===== config.mk =====
export PLATFORM = sky130hd
export DESIGN_NAME = base40_triplet_encoder_core
export DESIGN_NICKNAME = d
export VERILOG_FILES = /design/src/hw/rtl/b40te_pkg.sv /design/src/hw/rtl/b40te_front.sv /design/src/hw/rtl/b40te_queue.sv /design/src/hw/rtl/b40te_back.sv /design/src/hw/rtl/base40_triplet_encoder_core.sv
export SDC_FILE = /design/constraint.sdc
export NUM_CORES = 1
export LEC_CHECK = 0
export BUFFER_PORTS_ARGS = -buffer_cell sky130_fd_sc_hd__buf_2
export CORE_ASPECT_RATIO = 0.7
export CORE_MARGIN = 5
export CORE_UTILIZATION = 60
export DETAILED_ROUTE_END_ITERATION = 10
export MAX_ROUTING_LAYER = met4
export PLACE_DENSITY = 0.78
export SLEW_MARGIN = 20
export SYNTH_ARGS = -nofsm -noshare
export SYNTH_HDL_FRONTEND = slang
export SYNTH_SLANG_ARGS = --single-unit

===== constraint.sdc =====
create_clock -name clk -period 10.4 [get_ports clk]
set_input_delay 1.04 -clock clk [delete_from_list [all_inputs] [get_ports clk]]
set_output_delay 1.04 -clock clk [all_outputs]
set_load 0.01 [all_outputs]

===== src/hw/rtl/b40te_pkg.sv =====
// b40te_pkg: shared types, symbol codes and helper functions for the base-40
// triplet encoder. It has no dependencies. The front, queue, back and top files use it.
package b40te_pkg;

  typedef logic [5:0] sym_t;

  // Symbol codes
  localparam sym_t SymNul     = 6'd0;
  localparam sym_t SymSpace   = 6'd37;
  localparam sym_t SymNewline = 6'd38;
  localparam sym_t SymShift   = 6'd39;
  localparam sym_t SymUnknown = 6'd37;
  localparam sym_t SymPad     = 6'd0;

  localparam logic [15:0] WeightFirst  = 16'd1600;
  localparam logic [15:0] WeightSecond = 16'd40;

  localparam int QueueDepthDefault = 2;

  typedef struct packed {
    logic [7:0] char_in;
    logic       last_char;
  } char_item_t;

  typedef struct packed {
    logic [15:0] packed_word;
    logic        run_end;
  } word_item_t;

  typedef struct packed {
    logic shifted;
    sym_t sym;
  } char_class_t;

  typedef struct packed {
    sym_t sym_a;
    sym_t sym_b;
    sym_t sym_c;
  } triplet_t;

  // One accepted character's worth of output words (one or two)
  typedef struct packed {
    logic     two;
    triplet_t first;
    triplet_t second;
  } job_t;

  typedef struct packed {
    logic full;
    logic empty;
  } queue_status_t;

  // Two-row table lookup: unshifted symbols, or shifted symbols sent after SymShift.
  function automatic char_class_t map_char(logic [7:0] c);
    char_class_t r;
    r.shifted = 1'b0;
    r.sym     = SymUnknown;
    unique case (c) inside
      8'h00, 8'h7E:   r.sym = SymNul;
      [8'h61:8'h7A]:  r.sym = 6'(c - 8'h60);
      [8'h30:8'h39]:  r.sym = 6'(c - 8'd21);
      8'h20:          r.sym = SymSpace;
      8'h0A:          r.sym = SymNewline;
      [8'h41:8'h5A]: begin
        r.shifted = 1'b1;
        r.sym     = 6'(c - 8'h40);
      end
      8'h28: begin r.shifted = 1'b1; r.sym = 6'd27; end
      8'h21: begin r.shifted = 1'b1; r.sym = 6'd28; end
      8'h40: begin r.shifted = 1'b1; r.sym = 6'd29; end
      8'h23: begin r.shifted = 1'b1; r.sym = 6'd30; end
      8'h2C: begin r.shifted = 1'b1; r.sym = 6'd31; end
      8'h2E: begin r.shifted = 1'b1; r.sym = 6'd32; end
      8'h3F: begin r.shifted = 1'b1; r.sym = 6'd33; end
      8'h2F: begin r.shifted = 1'b1; r.sym = 6'd34; end
      8'h2A: begin r.shifted = 1'b1; r.sym = 6'd35; end
      8'h29: begin r.shifted = 1'b1; r.sym = 6'd36; end
      8'h3C: begin r.shifted = 1'b1; r.sym = 6'd37; end
      8'h3E: begin r.shifted = 1'b1; r.sym = 6'd38; end
      default: begin
        r.shifted = 1'b0;
        r.sym     = SymUnknown;
      end
    endcase
    return r;
  endfunction

  // a*1600 + b*40 + c; the maximum is 63999, so it fits 16 bits
  function automatic logic [15:0] pack_word(triplet_t t);
    logic [15:0] a_part;
    logic [15:0] b_part;
    a_part = 16'(16'(t.sym_a) * WeightFirst);
    b_part = 16'(16'(t.sym_b) * WeightSecond);
    return 16'(a_part + b_part + 16'(t.sym_c));
  endfunction

endpackage


===== src/hw/rtl/b40te_front.sv =====
// b40te_front: accepts characters, classifies them and tracks the partial word.
// It emits one job per character that completes words. It depends on b40te_pkg.
module b40te_front (
  input  logic                   clk,
  input  logic                   rst,
  input  logic                   char_valid,
  input  b40te_pkg::char_item_t  char_item,
  output logic                   char_stall,
  input  b40te_pkg::queue_status_t q_status,
  output logic                   push,
  output b40te_pkg::job_t        job
);

  logic [1:0]          count;
  b40te_pkg::sym_t     buf0;
  b40te_pkg::sym_t     buf1;

  logic                    accept;
  b40te_pkg::char_class_t  cls;
  logic [1:0]              count_next;
  b40te_pkg::sym_t         buf0_next;
  b40te_pkg::sym_t         buf1_next;
  logic [1:0]              nw;
  b40te_pkg::triplet_t     w0;
  b40te_pkg::triplet_t     w1;

  assign char_stall = q_status.full;
  assign accept     = char_valid && !char_stall;

  // Up to two symbol pushes, then an optional flush of a partial word.
  always_comb begin
    cls        = b40te_pkg::map_char(char_item.char_in);
    count_next = count;
    buf0_next  = buf0;
    buf1_next  = buf1;
    nw         = 2'd0;
    w0         = '0;
    w1         = '0;

    if (cls.shifted) begin
      if (count_next == 2'd2) begin
        w0         = '{buf0_next, buf1_next, b40te_pkg::SymShift};
        nw         = 2'd1;
        count_next = 2'd0;
      end else begin
        if (count_next == 2'd0) begin
          buf0_next = b40te_pkg::SymShift;
        end else begin
          buf1_next = b40te_pkg::SymShift;
        end
        count_next = count_next + 2'd1;
      end
    end

    if (count_next == 2'd2) begin
      if (nw == 2'd0) begin
        w0 = '{buf0_next, buf1_next, cls.sym};
      end else begin
        w1 = '{buf0_next, buf1_next, cls.sym};
      end
      nw         = nw + 2'd1;
      count_next = 2'd0;
    end else begin
      if (count_next == 2'd0) begin
        buf0_next = cls.sym;
      end else begin
        buf1_next = cls.sym;
      end
      count_next = count_next + 2'd1;
    end

    if (char_item.last_char && count_next != 2'd0) begin
      if (nw == 2'd0) begin
        w0 = '{buf0_next, (count_next == 2'd2) ? buf1_next : b40te_pkg::SymPad,
               b40te_pkg::SymPad};
      end else begin
        w1 = '{buf0_next, (count_next == 2'd2) ? buf1_next : b40te_pkg::SymPad,
               b40te_pkg::SymPad};
      end
      nw         = nw + 2'd1;
      count_next = 2'd0;
    end
  end

  assign push       = accept && (nw != 2'd0);
  assign job.two    = (nw == 2'd2);
  assign job.first  = w0;
  assign job.second = w1;

  always_ff @(posedge clk) begin
    if (rst) begin
      count <= 2'd0;
    end else if (accept) begin
      count <= count_next;
    end
  end

  always_ff @(posedge clk) begin
    if (accept) begin
      buf0 <= buf0_next;
      buf1 <= buf1_next;
    end
  end

endmodule


===== src/hw/rtl/b40te_queue.sv =====
// b40te_queue: small FIFO of jobs between the front and back ends.
// It depends on b40te_pkg for the job and status types.
module b40te_queue #(
  parameter int Depth = b40te_pkg::QueueDepthDefault
) (
  input  logic                     clk,
  input  logic                     rst,
  input  logic                     push,
  input  b40te_pkg::job_t          push_job,
  input  logic                     pop,
  output b40te_pkg::job_t          head_job,
  output b40te_pkg::queue_status_t status
);

  localparam int PtrW = (Depth > 1) ? $clog2(Depth) : 1;
  localparam int CntW = $clog2(Depth + 1);
  localparam logic [PtrW-1:0] LastPtr = PtrW'(Depth - 1);
  localparam logic [CntW-1:0] FullCnt = CntW'(Depth);

  b40te_pkg::job_t   entries [Depth];
  logic [PtrW-1:0]   wr_ptr;
  logic [PtrW-1:0]   rd_ptr;
  logic [CntW-1:0]   fill;

  assign status.full  = (fill == FullCnt);
  assign status.empty = (fill == '0);
  assign head_job     = entries[rd_ptr];

  always_ff @(posedge clk) begin
    if (push) begin
      entries[wr_ptr] <= push_job;
    end
  end

  always_ff @(posedge clk) begin
    if (rst) begin
      wr_ptr <= '0;
      rd_ptr <= '0;
      fill   <= '0;
    end else begin
      if (push) begin
        wr_ptr <= (wr_ptr == LastPtr) ? '0 : wr_ptr + 1'b1;
      end
      if (pop) begin
        rd_ptr <= (rd_ptr == LastPtr) ? '0 : rd_ptr + 1'b1;
      end
      case ({push, pop})
        2'b10:   fill <= fill + 1'b1;
        2'b01:   fill <= fill - 1'b1;
        default: fill <= fill;
      endcase
    end
  end

endmodule


===== src/hw/rtl/b40te_back.sv =====
// b40te_back: drains jobs one word per cycle into the output register, unless word_stall holds it.
// It packs each triplet as a*1600 + b*40 + c. It depends on b40te_pkg.
module b40te_back (
  input  logic                     clk,
  input  logic                     rst,
  input  b40te_pkg::job_t          head_job,
  input  b40te_pkg::queue_status_t q_status,
  output logic                     pop,
  output logic                     word_valid,
  output b40te_pkg::word_item_t    word_item,
  input  logic                     word_stall
);

  logic                 phase;   // 1: second word of the head job is next
  logic                 load_ok;
  logic                 load;
  logic                 is_last;
  b40te_pkg::triplet_t  sel;

  assign load_ok = !word_valid || !word_stall;
  assign load    = load_ok && !q_status.empty;
  assign sel     = phase ? head_job.second : head_job.first;
  assign is_last = !head_job.two || phase;
  assign pop     = load && is_last;

  always_ff @(posedge clk) begin
    if (rst) begin
      word_valid <= 1'b0;
      phase      <= 1'b0;
    end else if (load_ok) begin
      word_valid <= !q_status.empty;
      if (load) begin
        phase <= !is_last;
      end
    end
  end

  always_ff @(posedge clk) begin
    if (load) begin
      word_item.packed_word <= b40te_pkg::pack_word(sel);
      word_item.run_end     <= is_last;
    end
  end

endmodule


===== src/hw/rtl/base40_triplet_encoder_core.sv =====
// base40_triplet_encoder_core: top level of the base-40 triplet encoder.
// It instantiates b40te_front, b40te_queue and b40te_back and uses b40te_pkg.
//
// Takes one character byte per transfer and emits 16-bit words that each hold
// three base-40 symbols (first*1600 + second*40 + third). Lowercase letters,
// digits, space, newline and NUL (or tilde) give one symbol. Uppercase letters
// and the punctuation set ( ! @ # , . ? / * ) < > give the shift code 39
// followed by their index. Any other byte gives symbol 37. With last_char set,
// a partial word is padded with zero symbols and sent, and the next message
// starts empty. run_end marks the final word caused by a character. Characters
// that complete no word cause no transfer. Rate: one character per cycle while
// char_stall is low. A character that yields two words (a shifted character
// that closes a word and then flushes) gives the output two words to send, and
// the output register sends one word per cycle unless word_stall holds it. The
// job queue (QueueDepth entries) absorbs the difference. Between character
// transfer and first word valid, the front writes the job into the queue and
// the back then loads the output register. char_stall rises only when the
// queue is full.
module base40_triplet_encoder_core #(
  parameter int QueueDepth = b40te_pkg::QueueDepthDefault
) (
  input  logic                  clk,
  input  logic                  rst,
  input  logic                  char_valid,
  input  b40te_pkg::char_item_t char_item,
  output logic                  char_stall,
  output logic                  word_valid,
  output b40te_pkg::word_item_t word_item,
  input  logic                  word_stall
);

  // Front to queue
  logic                     push;
  b40te_pkg::job_t          push_job;
  // Queue to back
  logic                     pop;
  b40te_pkg::job_t          head_job;
  b40te_pkg::queue_status_t q_status;

  // Classifies characters and keeps the pending symbols
  b40te_front u_front (
    .clk        (clk),
    .rst        (rst),
    .char_valid (char_valid),
    .char_item  (char_item),
    .char_stall (char_stall),
    .q_status   (q_status),
    .push       (push),
    .job        (push_job)
  );

  // Decouples character intake from word output
  b40te_queue #(
    .Depth (QueueDepth)
  ) u_queue (
    .clk      (clk),
    .rst      (rst),
    .push     (push),
    .push_job (push_job),
    .pop      (pop),
    .head_job (head_job),
    .status   (q_status)
  );

  // Packs the words and holds the output register
  b40te_back u_back (
    .clk        (clk),
    .rst        (rst),
    .head_job   (head_job),
    .q_status   (q_status),
    .pop        (pop),
    .word_valid (word_valid),
    .word_item  (word_item),
    .word_stall (word_stall)
  );

  // The front never writes into a full queue
  a_no_overflow: assert property (@(posedge clk) disable iff (rst)
    push |-> !q_status.full)
    else $error("job pushed into full queue");

  // The back never pops an empty queue
  a_no_underflow: assert property (@(posedge clk) disable iff (rst)
    pop |-> !q_status.empty)
    else $error("job popped from empty queue");

  // A word without run_end always has its companion word right behind it
  a_pair_follows: assert property (@(posedge clk) disable iff (rst)
    (word_valid && !word_stall && !word_item.run_end) |=> word_valid)
    else $error("second word of a character missing");

endmodule


==> metrics <==
sequential area share after synthesis 50.3%; Max-slew headroom 28.1%; die width 134 um; cts hold-fix bufs 0; # H-tree levels 3; top_reg_cell synth edfxtp_1; P&R area growth vs syn 8.82%; Synth Cell Area 0.00651 sq mm; post-DP HPWL 10700 um; TritonCTS clock tree built; global-route wire length before repair 23700 um; setup bufs post-CTS 0; DRC 0; die height 97.1 um; input/output buffers 31; setup tns final 0 ns; Worst Setup Start Kind input pin; crit-path max FO 37; Hold WC Path Type reg2reg; f_max 185 MHz; Critical Path AT 5.38 ns; final core occ 67.6%; most common cell in the synthesized netlist edfxtp_1; Die Footprint 0.0131 sq mm; R2R setup slack 6.18 ns; measured slew at the worst slew-check pin 1.08 ns; top cells by area, synth edfxtp_1 48%, ha_1 8.5%, mux4_2 6.2%; Post-synth ARST share 0%; Starting Density 62.2%; CTS resizes 0; maxcap violations 0; power per cell area 333 mW/mm^2; clock sink count 112; vias per cell 6.36; total track usage 24.0%; kind of critical path in2reg; EDFF count, synth 103; GPL Wtd Cong 0.943; worst-case clock buffer depth 2; Pins Over Slew Limit 0; Routed Antenna Nets 0; Vias 4608; placed cell count 707; LEAKAGE 2.68 nW; Req. time, crit path 10.37 ns; Avg Inst Size Synth 11.7 sq um; total grt overflow 0; drt initial violations 455; top-area cell type share of the netlist area 47.5%; Non-Filler Instances 725; vias in the first global route 4493; largest net degree at the start of global routing 38; crit path time final 5.41 ns; final net count 647; Synth top cells by count 103 x edfxtp_1, 44 x ha_1, 43 x a21oi_1, 43 x nor2_1, 36 x nand2_1; RSZ-0062 raised after global routing false; Setup Viol. Count Final 0; initial antenna violation count 1; Max VDD drop 0.239 mV; worst skew pair latency 0.35 ns; # IOs 32; DRT Wirelength 14800 um; root buffer selected by CTS clkbuf_16; DR WL/cell 20.3 um; Final Skew 0.00786 ns; core region area 0.0105 sq mm; Worst setup EP type flop; Worst-path clk slew 0.07 ns; TritonCTS Buffers 9; Pwr Total 2.36 mW; Period Utilization, post-route 52.0%; Yosys cell types 73; leading area contributor after synthesis edfxtp_1; layout cell share with drive strength beyond 1 15.5%; Mapped Cells 554; Std-Cell Rows 31; Pre-antenna DRT Iters 5; Synth Register Bits 112; outcome complete, no violations; synth warn 0; Final Hold Viols 0
-- sequential cells by signal (all words and copies together), names as in the netlist, named ones only --
| name | cells |
|---|---|
| u_queue.rd_ptr | 1 |
| u_front.buf0 | 6 |
| u_back.phase | 1 |
| u_back.word_item | 17 |
| u_queue.fill | 2 |
| u_queue.wr_ptr | 1 |
| u_queue.entries | 74 |
| u_back.word_valid | 1 |
| u_front.buf1 | 6 |
| u_front.count | 2 |
-- critical path, stage by stage --
cell and delay, ns:
buf_2 0.14, inv_1 0.10, ha_1 0.30, and2_2 0.20, o21ai_0 0.07, a21oi_1 0.55, or3_1 0.72, nand2_1 0.24
ha_1 0.41, and3_1 0.19, o2bb2ai_1 0.13, o211ai_1 0.32, nor2_4 0.92
-- logic make-up (layout without fill, tap and decap cells) --
| logic type | Yosys count | after routing | synth area share, % |
|---|---|---|---|
| AOI/OAI and AO/OA | 136 | 136 | 13.5 |
| xor gates and xnor gates | 23 | 23 | 3.10 |
| adders and majority gates | 47 | 47 | 9.38 |
| buffers and inverters | 61 | 88 | 4.65 |
| DFF | 112 | 112 | 50.3 |
| muxes | 27 | 27 | 7.65 |
| other | 1 | 13 | 0.0576 |
| and+or+nand+nor | 147 | 147 | 11.4 |
-- layer usage --
metal | track usage (%) | vias up | wire, um
met5 | - | - | 0
met4 | 7.28 | 0 | 300
met3 | 4.87 | 33 | 1000
met2 | 33.2 | 161 | 6460
met1 | 35.9 | 2249 | 6990
li1 | - | 2165 | -
-- worst paths after layout --
check,cells past startpoint,endpoint,startpoint
worst min-delay path,2,u_back.word_valid,u_back.word_valid
worst min register to register,2,u_back.word_valid,u_back.word_valid
worst max-delay path,13,u_queue.entries[0][18],char_item[1]
worst max register to register,10,u_queue.entries[0][18],u_front.count[1]
-- cells in the final DEF (no fill, tap or decap), drive strengths merged, types with 4 or more instances in the layout --
cell type  netlist  routed
a31oi            4       4
ha              44      44
inv             34      36
nand3           10      10
nor4             8       8
buf              7      38
clkbuf          20      10
nor2            43      43
a22oi            4       4
mux4            18      18
a221oi           5       5
conb             1      12
a21oi           43      43
o21ai           32      32
or3              4       4
nand2b           6       6
edfxtp         103     103
nor3            14      14
xnor2           20      20
nand2           36      36
o2111ai          4       4
mux2i            7       7
a21o             6       6
dfxtp            9       9
-- layout make-up --
| type | count | area, sq um |
|---|---|---|
| inverter | 34 | 128 |
| timing repair buffer | 38 | 220 |
| fill | 768 | 3390 |
| clock inverter | 6 | 67.6 |
| antenna | 1 | 2.50 |
| clock buffer | 10 | 229 |
| tap | 132 | 165 |
| multi-input combinational | 392 | 3000 |
| sequential | 112 | 3270 |
-- per-stage QoR --
| step | hold slack, ns | setup WS, ns | area, sq um |
|---|---|---|---|
| floorplan | 0.472 | 4.65 | 6550 |
| global placement | 0.461 | 4.88 | 6760 |
| detailed placement | 0.473 | 4.70 | 6760 |
| CTS | 0.483 | 5.07 | 7060 |
| global route | 0.512 | 4.78 | 7080 |
| finish | 0.481 | 4.99 | 7080 |
-- power by group --
group | switching (mW) | internal (mW)
Combinational | 0.727 | 0.583
Sequential | 0.0287 | 0.675
Clock | 0.158 | 0.189
Note: power is estimated with default switching activity, not from simulation.
